[config.mk]
export PLATFORM = sky130hd
export DESIGN_NAME = bvt_seen_map
export DESIGN_NICKNAME = d
export VERILOG_FILES = /design/src/rtl/bvt_pkg.sv /design/src/rtl/bvt_seen_map.sv
export SDC_FILE = /design/constraint.sdc
export NUM_CORES = 1
export LEC_CHECK = 0
export ABC_CLOCK_PERIOD_IN_PS = 2300
export BUFFER_PORTS_ARGS = -buffer_cell sky130_fd_sc_hd__clkbuf_2
export CELL_PAD_IN_SITES_DETAIL_PLACEMENT = 0
export CELL_PAD_IN_SITES_GLOBAL_PLACEMENT = 1
export CORE_MARGIN = 10
export CORE_UTILIZATION = 38
export DETAILED_ROUTE_END_ITERATION = 10
export GPL_ROUTABILITY_DRIVEN = 1
export PLACE_DENSITY_LB_ADDON = 0.1
export SETUP_SLACK_MARGIN = 0.1
export SYNTH_ARGS = -nofsm -noshare
export SYNTH_HDL_FRONTEND = slang
export SYNTH_SLANG_ARGS = --single-unit
[constraint.sdc]
create_clock -name clk -period 2.3 [get_ports clk]
set_input_delay 0.23 -clock clk [delete_from_list [all_inputs] [get_ports clk]]
set_output_delay 0.23 -clock clk [all_outputs]
set_load 0.01 [all_outputs]
[src/rtl/bvt_pkg.sv]
// ----------------------------------------------------------------------------
// bvt_pkg
// shared types and constants of the byte vocabulary tokenizer
// ----------------------------------------------------------------------------
package bvt_pkg;

	localparam int ALPHABET_SIZE_DEF = 256;
	localparam int COUNT_W           = 9;

	typedef logic [7:0]         byte_t;
	typedef logic [COUNT_W-1:0] count_t;

	localparam byte_t UNKNOWN_CHAR = 8'd63;

	typedef enum logic [2:0] {
		REQ_BEGIN  = 3'd0,
		REQ_TRAIN  = 3'd1,
		REQ_FINISH = 3'd2,
		REQ_ENCODE = 3'd3,
		REQ_DECODE = 3'd4
	} req_t;

	typedef enum logic [1:0] {
		KIND_COUNT  = 2'd0,
		KIND_ID     = 2'd1,
		KIND_CHAR   = 2'd2
	} kind_t;

	typedef enum logic [2:0] {
		ST_IDLE,
		ST_CLEAR,
		ST_WALK,
		ST_LOOKUP,
		ST_FINISH
	} state_t;

	typedef struct packed {
		logic  wr_en;
		logic  wr_data;
		byte_t wr_addr;
		logic  rd_en;
		byte_t rd_addr;
	} seen_ctl_t;

	typedef struct packed {
		logic  wr_en;
		byte_t b2i_wr_addr;
		byte_t b2i_wr_data;
		byte_t i2b_wr_addr;
		byte_t i2b_wr_data;
		logic  b2i_rd_en;
		byte_t b2i_rd_addr;
		logic  i2b_rd_en;
		byte_t i2b_rd_addr;
	} tbl_ctl_t;

endpackage

[src/rtl/bvt_seen_map.sv]
// ----------------------------------------------------------------------------
// bvt_seen_map
// presence bit per byte value, one write and one registered read per cycle
// ----------------------------------------------------------------------------
module bvt_seen_map #(
	parameter int ALPHABET_SIZE = bvt_pkg::ALPHABET_SIZE_DEF
) (
	input  logic               clk,
	input  bvt_pkg::seen_ctl_t ctl,
	output logic               rd_data
);

	localparam int IDX_W = $clog2(ALPHABET_SIZE);

	logic seen_mem [ALPHABET_SIZE];

	always_ff @(posedge clk) begin
		if (ctl.wr_en) begin
			seen_mem[ctl.wr_addr[IDX_W-1:0]] <= ctl.wr_data;
		end
		if (ctl.rd_en) begin
			rd_data <= seen_mem[ctl.rd_addr[IDX_W-1:0]];
		end
	end

endmodule

==> metrics.md, run 1 <==
| Metric | Value |
|---|---|
| Top FF cell, synth | `edfxtp_1` |
| Port-buffer cells | `20` |
| Critical Path AT | `between 2 and 2.5 ns` |
| Ys async rst share | `0%` |
| Worst min-delay path startpoint | `ctl[17]` |
| Synth cell types | `34` |
| Initial Util | `between 30% and 40%` |
| Drt drc | `0` |
| CP peak stage delay | `~0.52 ns` |
| Fin cells | `~1300` |
| Max Clk Rate | `around 450 MHz` |
| CP startpoint | `seen_mem[214]` |
| Critical Path RT | `approximately 2.6 ns` |
| ANT nets after route | `0` |
| Pre-CTS setup slack | `-0.179 ns` |
| Synth Net Count | `between 800 and 900` |
| CP delay by family, top | `multiplexers` |
| Post-CTS Setup Bufs | `0` |
| Routed Wire Length | `28400 µm` |
| Crit Path Category | `flip-flop to flip-flop` |
| Routability cong. | `0.769` |
| Worst r2r src | `seen_mem[214]` |
| Slowest CP cell | `mux4_2` |
| Synth area leader | `edfxtp_1` |
| Worst vdd ir | `0.514 mV` |
| Initial DRT Pass Iterations | `5` |
| Initial detailed-routing violation count | `between 400 and 500` |
| Antenna violations before repair | `0` |
| Setup crit end kind | `flip-flop` |
| Layout cells sized above 1 | `~20%` |
| CP bufs+invs | `0` |
| Final setup fails | `0` |
| Largest net degree at the start of global routing | `slightly below 90` |
| Synthesized area | `around 11000 µm²` |
| Pins Over Slew Limit | `0` |
| DR vias | `around 6700` |
| CP Max Fanout | `1` |
| Fin crit share | `roughly 96%` |
| Total core area | `around 29000 µm²` |
| Cell row count | `62` |
| Clock buffer depth | `3` |
| Critical path's most frequent cell | `mux4_2` |
| Sequential cell area fraction in the yosys report | `69.3%` |
| Ant. Diodes | `0` |
| Total clock sinks | `about 260` |
| DR WL/cell | `roughly 23 µm` |
| Number of buffers created by CTS | `28` |
| Vias in the first global route | `roughly 7000` |
| Clock slew at reported path FFs | `0.06 ns` |
| DIE AREA | `36600 µm²` |
| CTS tree | `done` |
| HPWL Detailed | `18200 µm` |
| Ports | `21` |
| MaxCap Viol Count | `0` |
| RSZ-0062 raised after global routing | `true` |
| Cells after DPL | `1205` |
| Top cell type's share of synthesized area | `slightly below 70%` |
| H-tree depth | `1` |
| Die width | `191 µm` |
| Mapped Cells | `between 700 and 800` |
| First-pass GRT wire length | `roughly 43000 µm` |
| Yosys warnings | `0` |
| Post-synth EDFFs | `257` |
| Die Y | `191 µm` |
| Worst-Margin Slew | `~0.67 ns` |
| CP Launch Type | `flip-flop` |
| Worst hold-check path type | `input port to flip-flop` |
| Synthesis-to-layout area growth | `17.2%` |
| Hold Vio Cnt, Final | `0` |
| Tmin final | `roughly 2.2 ns` |
| Synthesized area per cell | `14.1 µm²` |
| Fin nets | `a little under 900` |
| Clock root buffer | `clkbuf_16` |
| Via density | `5.34` |
| Total gr overflow | `0` |
| Rel. slew slack | `55.3%` |
| Status | `complete, no violations` |
| Clock Skews | `0.0119 ns` |
| Crit path cell chain | `mux4_2, mux4_2, mux2i_4, o22ai_2, a21oi_2, a22oi_1` |
| PnR worst setup slack | `0.0967 ns` |
| Seq cells post-synth | `roughly 260` |
| Worst-Skew Late Latency | `approximately 0.54 ns` |
| LEAKAGE | `~4.1 nW` |
| Synth top area cells | `edfxtp_1, nor2_1, mux4_2, mux2i_1, clkbuf_1` |
| Power Dens Cells | `about 790 nW/µm²` |
| GRT Util Overall | `between 10% and 20%` |
==> flip-flops by register name (all words and copies together) (netlist names) <==
| register | count |
|---|---|
| rd_data | 1 |
| seen_mem | 256 |
==> layout by cell type, fill, tap and decap left out, types with 7 or more instances in the layout <==
cell and count:
nor2_1 268, edfxtp_1 257, buf_4 63, mux2i_1 50
mux4_2 42, clkbuf_16 29, nand2_1 23, o22ai_1 22
clkbuf_2 17, nand3_1 12, nor2b_1 9, a22oi_1 8
buf_12 8, clkinv_1 7
==> cells by family (layout without fill, tap and decap cells) <==
| kind of cell | Yosys count | in the layout | share of synthesized area [%] |
|---|---|---|---|
| and+or+nand+nor | 330 | 330 | 11.9 |
| DFF | 257 | 257 | 69.3 |
| muxes | 94 | 94 | 13.2 |
| buffers and inverters | 57 | 140 | 2.49 |
| AOI/OAI and AO/OA | 50 | 50 | 3.11 |
==> worst reg2reg max path, stage by stage (launching register included) <==
cell	delay, ns
edfxtp_1	0.39
mux4_2	0.46
mux4_2	0.52
mux2i_4	0.19
o22ai_2	0.12
a21oi_2	0.18
a22oi_1	0.09
==> power breakdown <==
group / internal (mW) / switching, mW / total [mW]
logic: 0.233 / 0.362 / 0.595
clock network: 2.83 / 1.79 / 4.61
registers: 5.16 / 0.00299 / 5.17
==> final cells by class <==
class / instances / area (µm²)
Fill cell: 2598 / 15700
Sequential cell: 257 / 7720
Multi-Input combinational cell: 474 / 3170
Timing Repair Buffer: 90 / 739
Clock buffer: 31 / 733
Tap cell: 384 / 480
Clock inverter: 18 / 209
Inverter: 1 / 3.75
==> layer usage <==
metal  GRT usage (%)  wire [µm]
met1            20.4      12800
met2            26.1      13900
met3            2.22        894
met4            4.75        829
met5               0          0
==> worst paths after layout <==
kind	end	slack, ns	cells after the start
setup reg to reg	rd_data	0.1	6
hold / removal	seen_mem[201]	0.15	1
setup / recovery	rd_data	0.1	6
hold reg to reg	rd_data	1.09	5
==> per-stage QoR <==
stage | hold slack, ns | power, mW | TNS [ns] | util, % | area (µm²)
2_1_floorplan | 0.329 | 5.57 | 0 | - | 11100
6_report | 0.152 | 10.4 | 0 | 45.4 | 13100
5_1_grt | 0.172 | 10.7 | 0 | 45.4 | 13100
4_1_cts | 0.163 | 10.5 | 0 | 45.3 | 13000
3_3_place_gp | 0.468 | 5.85 | -0.198 | 42.0 | 12100
3_5_place_dp | 0.462 | 5.86 | -0.179 | 42.0 | 12100
==> cell usage after synthesis, types with 2 or more instances <==
cell type,count
a21oi_1,2
o22ai_1,23
nor4_1,5
mux4_2,42
buf_2,6
nor2b_1,9
a22oi_1,8
a22o_1,6
nor2_1,268
nand3b_1,3
nand2_1,23
o21ai_0,2
mux2i_1,51
nor3_1,3
clkbuf_1,39
a2111oi_0,2
edfxtp_1,257
a31oi_1,3
a311oi_1,2
nand3_1,12
buf_4,5
buf_6,5
==> what timing repair did <==
item,in CTS,in global routing
pin swaps,1,0
hold endpoints to repair,1,0
resized for setup,3,2
endpoints found under the setup margin,1,1
hold buffers,1,0
gates cloned,0,0
No activity file was read; power rests on OpenSTA's default activity.
==> inputs of run 2 (changes only) <==
--- a/config.mk
+++ b/config.mk
@@ -7,3 +7,3 @@
 export LEC_CHECK = 0
-export ABC_CLOCK_PERIOD_IN_PS = 2300
+export ABC_CLOCK_PERIOD_IN_PS = 2400
 export BUFFER_PORTS_ARGS = -buffer_cell sky130_fd_sc_hd__clkbuf_2
==> constraint.sdc (replaced) <==
create_clock -name clk -period 2.4 [get_ports clk]
set_input_delay 0.24 -clock clk [delete_from_list [all_inputs] [get_ports clk]]
set_output_delay 0.24 -clock clk [all_outputs]
set_load 0.005 [all_outputs]
==> metrics.md, run 2 (synthesis gave the netlist of run 1 again) <==
| Metric | Value |
|---|---|
| Status | `complete, no violations` |
| Antenna violations before repair | `0` |
| GRT Util Overall | `15.8%` |
| CP Launch Type | `flip-flop` |
| R2R cell count | `6` |
| Clock buffer depth | `3` |
| Number of buffers created by CTS | `27` |
| Critical Path RT | `around 2.7 ns` |
| Clock slew at reported path FFs | `approximately 0.060 ns` |
| Cell row count | `62` |
| Largest net degree at the start of global routing | `75` |
| RSZ-0062 raised after global routing | `false` |
| DR WL/cell | `22.7 µm` |
| Total gr overflow | `0` |
| Pins Over Slew Limit | `0` |
| Critical Path AT | `2.48 ns` |
| Commonest non-fill, non-tap cells in the layout | `nor2_1, edfxtp_1, buf_4` |
| Crit Path Category | `flip-flop to flip-flop` |
| DR vias | `approximately 6600` |
| Drt drc | `0` |
| Tmin final | `2.20 ns` |
| Worst r2r dst | `rd_data` |
| Setup crit end kind | `flip-flop` |
| Total clock sinks | `approximately 260` |
| Initial Util | `38.7%` |
| Vias in the first global route | `approximately 7000` |
| Layout cells sized above 1 | `roughly a fifth` |
| Critical path's most frequent cell | `mux4_2` |
| Worst-Skew Late Latency | `0.53 ns` |
| PnR worst setup slack | `about 0.20 ns` |
| First-pass GRT wire length | `43400 µm` |
| Worst vdd ir | `~0.48 mV` |
| Worst hold-check path type | `input port to flip-flop` |
| Final setup fails | `0` |
| Clock root buffer | `clkbuf_16` |
| Clock Skews | `0.00503 ns` |
| Placed inst area | `between 10000 and 15000 µm²` |
| Ports | `21` |
| Initial DRT Pass Iterations | `5` |
| Max Clk Rate | `454 MHz` |
| Die width | `around 190 µm` |
| Post-CTS Setup Bufs | `0` |
| Hold Vio Cnt, Final | `0` |
| DIE AREA | `36600 µm²` |
| Die Y | `between 150 and 200 µm` |
| Rel. slew slack | `a little under three fifths` |
| Via density | `approximately 5.3` |
| Fin crit share | `between 90% and 100%` |
| CP peak stage delay | `around 0.48 ns` |
| Initial detailed-routing violation count | `408` |
| CP Max Fanout | `1` |
| Largest register FFs | `256` |
| Port-buffer cells | `20` |
| Fillers | `about 2600` |
| Pre-CTS setup slack | `-0.0632 ns` |
| Ant. Diodes | `0` |
| MaxCap Viol Count | `0` |
| Routed Wire Length | `~28000 µm` |
| Slowest CP cell | `mux4_2` |
| CP startpoint | `seen_mem[211]` |
| HPWL Detailed | `between 15000 and 20000 µm` |
| Commonest non-fill, non-tap cell in the layout | `nor2_1` |
| Fin nets | `approximately 860` |
| Crit path cell chain | `mux4_2, mux4_2, mux2i_2, o22ai_1, a21oi_2, a22oi_1` |
| Total core area | `28800 µm²` |
| CTS tree | `done` |
| Synthesis-to-layout area growth | `16.1%` |
| Reg-to-reg slack, setup | `about 0.20 ns` |
| Finished Cell Area | `~13000 µm²` |
| Critical Path Sink | `rd_data` |
| Worst r2r src | `seen_mem[211]` |
| ANT nets after route | `0` |
| LEAKAGE | `4.06 nW` |
| H-tree depth | `1` |
| Finished Core Util | `between 40% and 50%` |
| Routability cong. | `around 0.76` |
| Power Dens Cells | `roughly 740 nW/µm²` |
| Worst-Margin Slew | `~0.66 ns` |
## run 2: cell count changes in the layout (fill, tap and decap cells not counted), sizes merged
cell      delta
clkbuf       +1
clkinv       -3
bufinv       -1
buf          -7
clkinvlp     -1
## run 2: layer usage
layer | routed length [µm] | global-route usage [%]
met1 | 12500 | 21.1
met2 | 14300 | 27.1
met3 | 862 | 1.86
met4 | 628 | 3.79
met5 | 0 | 0
## run 2: layout make-up
type / count / area (µm²) / share of cell area (%)
clock buffers: 32 / 694 / 5.37
inverters: 1 / 3.75 / 0.0290
multi-input cells: 474 / 3150 / 24.4
flip-flops and latches: 257 / 7720 / 59.7
repair buffers: 83 / 724 / 5.60
well taps: 384 / 480 / 3.72
clock inverters: 13 / 159 / 1.23
## run 2: worst max-delay path: cells and delay by family (launching register included)
| kind | cells | cell delay [ns] |
|---|---|---|
| DFF | 1 | 0.39 |
| muxes | 3 | 1.16 |
| AOI/OAI and AO/OA | 3 | 0.38 |
## run 2: worst min path at each step
| stage | cells past startpoint | end | start |
|---|---|---|---|
| after floorplan | 0 | seen_mem[0] | ctl[17] |
| after CTS | 1 | seen_mem[214] | ctl[17] |
| after detailed placement | 1 | rd_data | ctl[8] |
| after global placement | 1 | rd_data | ctl[8] |
| final | 1 | seen_mem[217] | ctl[17] |
| after global routing | 1 | seen_mem[217] | ctl[17] |
## run 2: timing repair
action / CTS / global route
hold buffers: 1 / 0
resized for setup: 1 / 1
endpoints found under the hold margin: 1 / 0
pin swaps: 0 / 1
setup endpoints to repair: 1 / 1
gates cloned: 0 / 0
## run 2: metrics by stage
stage               instances  total power, mW  TNS (ns)  hold WS (ns)
CTS                      1244             9.73         0         0.170
finish                   1244             9.62         0         0.172
floorplan                 788             5.34         0         0.339
detailed placement       1198             5.61   -0.0632         0.480
global placement         1198             5.60   -0.0694         0.481
global route             1244             9.96         0         0.194
## run 2: power breakdown
| group | leakage [nW] | switching [mW] | internal [mW] | total [mW] |
|---|---|---|---|---|
| Clock | 0.419 | 1.64 | 2.46 | 4.10 |
| Combinational | 1.33 | 0.341 | 0.219 | 0.560 |
| Sequential | 2.31 | 0.00336 | 4.95 | 4.95 |
==> inputs of run 3 (changes only) <==
Settings changed: ABC_CLOCK_PERIOD_IN_PS 2400 to 2200.
Clock period 2.4 ns to 2.2 ns, I/O delays scaled along.
==> metrics.md, run 3 (synthesis gave the netlist of run 1 again) <==
| Metric | Value |
|---|---|
| Die Y | `between 150 and 200 µm` |
| Finished Core Util | `45.4%` |
| Via density | `roughly 5.3` |
| DIE AREA | `approximately 37000 µm²` |
| Final setup fails | `1` |
| Fin nets | `between 800 and 900` |
| Initial DRT Pass Iterations | `4` |
| Total core area | `about 29000 µm²` |
| Worst-Skew Late Latency | `roughly 0.54 ns` |
| PnR worst setup slack | `-0.0491 ns` |
| Critical Path AT | `2.52 ns` |
| Layout cells sized above 1 | `about a fifth` |
| Finished Cell Area | `roughly 13000 µm²` |
| Clock buffer depth | `3` |
| RSZ-0062 raised after global routing | `true` |
| Port-buffer cells | `20` |
| Rel. slew slack | `around 56%` |
| GRT Util Overall | `15.7%` |
| Pins Over Slew Limit | `0` |
| Worst-Margin Slew | `between 0.6 and 0.7 ns` |
| MaxCap Viol Count | `0` |
| Fin crit share | `102%` |
| Number of buffers created by CTS | `30` |
| Clock root buffer | `clkbuf_16` |
| Power Dens Cells | `between 800 and 900 nW/µm²` |
| Failing checks | `setup timing` |
| Vias in the first global route | `~7000` |
| Total negative slack | `-0.0491 ns` |
| Total gr overflow | `0` |
| Ant. Diodes | `0` |
| Setup crit end kind | `flip-flop` |
| CP delay by family, top | `multiplexers` |
| Hold Vio Cnt, Final | `0` |
| First-pass GRT wire length | `about 43000 µm` |
| Critical Path RT | `roughly 2.5 ns` |
| CP bufs+invs | `0` |
| Status | `finished, violations left` |
| CP Launch Type | `flip-flop` |
| Critical path's most frequent cell | `mux4_2` |
| Tmin final | `about 2.2 ns` |
| Worst hold-check path type | `input port to flip-flop` |
| Fin cells | `between 1000 and 1500` |
| Largest register FFs | `256` |
| Slowest CP cell | `mux4_2` |
| Crit path cell chain | `mux4_2, mux4_2, mux2i_2, o22ai_2, a21oi_2, a22oi_1` |
| Commonest non-fill, non-tap cells in the layout | `nor2_1, edfxtp_1, buf_4` |
| CTS tree | `done` |
| Ports | `21` |
| Post-CTS Setup Bufs | `0` |
| Crit Path Category | `flip-flop to flip-flop` |
| DR vias | `6746` |
| Commonest non-fill, non-tap cell in the layout | `nor2_1` |
| Drt drc | `0` |
| Cells after DPL | `about 1200` |
| H-tree depth | `1` |
| Largest net degree at the start of global routing | `between 80 and 90` |
| Routability cong. | `a little under 0.8` |
| R2R cell count | `6` |
| HPWL Detailed | `between 15000 and 20000 µm` |
| Placed inst area | `12100 µm²` |
| CP Max Fanout | `1` |
| Antenna violations before repair | `0` |
| Worst vdd ir | `0.610 mV` |
| Clock Skews | `0.00808 ns` |
| Initial Util | `just under 40%` |
| LEAKAGE | `a little over 4 nW` |
| Die width | `between 150 and 200 µm` |
| Clock slew at reported path FFs | `around 0.060 ns` |
| Stages on the worst setup path | `6` |
| Cell row count | `between 60 and 70` |
| Synthesis-to-layout area growth | `17.4%` |
| CP peak stage delay | `0.50 ns` |
| Routed Wire Length | `around 28000 µm` |
| ANT nets after route | `0` |
| Total clock sinks | `approximately 260` |
| DR WL/cell | `about 23 µm` |
| Max Clk Rate | `between 400 and 500 MHz` |
| Initial detailed-routing violation count | `approximately 500` |
| Hold path depth | `1` |
-- run 3: changes by cell type in the layout (fill, tap and decap cells not counted) --
cell / previous run / this run
buf_12: 11 / 7
o22ai_2: 0 / 1
o22ai_1: 23 / 22
clkinv_2: 4 / 7
buf_4: 53 / 66
clkinv_1: 5 / 6
clkbuf_16: 27 / 31
-- run 3: power breakdown --
group | internal [mW] | switching [mW] | total, mW
logic | 0.243 | 0.380 | 0.623
clock network | 3.00 | 1.87 | 4.87
registers | 5.40 | 0.00378 | 5.40
-- run 3: layout make-up --
class / count / area [µm²]
multi-input combinational: 474 / 3160
tap: 384 / 480
timing repair buffer: 92 / 742
inverter: 1 / 3.75
clock buffer: 36 / 795
sequential: 257 / 7720
fill: 2620 / 15700
clock inverter: 17 / 178
-- run 3: timing repair --
action / in CTS / in global routing
endpoints found under the hold margin: 1 / 0
setup endpoints to repair: 1 / 1
resized for setup: 3 / 0
hold buffers: 1 / 0
-- run 3: stage by stage --
| stage | total power [mW] | setup slack, ns | hold WS, ns |
|---|---|---|---|
| 3_5_place_dp | 6.13 | -0.317 | 0.451 |
| 3_3_place_gp | 6.12 | -0.351 | 0.461 |
| 4_1_cts | 11.0 | -0.0408 | 0.0792 |
| 5_1_grt | 11.3 | -0.0922 | 0.0947 |
| 2_1_floorplan | 5.83 | 0.106 | 0.319 |
| 6_report | 10.9 | -0.0491 | 0.0919 |
-- run 3: worst paths after layout --
path | startpoint | to | slack (ns)
worst max register to register | seen_mem[215] | rd_data | -0.05
worst max-delay path | seen_mem[215] | rd_data | -0.05
worst min register to register | seen_mem[189] | rd_data | 1.08
worst min-delay path | ctl[17] | seen_mem[249] | 0.09
-- run 3: metal layers --
layer / vias up / global-route usage [%] / routed length (µm)
met4: 0 / 4.60 / 755
met5: - / 0 / 0
met3: 48 / 2.26 / 1080
met2: 146 / 26.7 / 14200
li1: 3056 / - / -
met1: 3496 / 20.5 / 12400
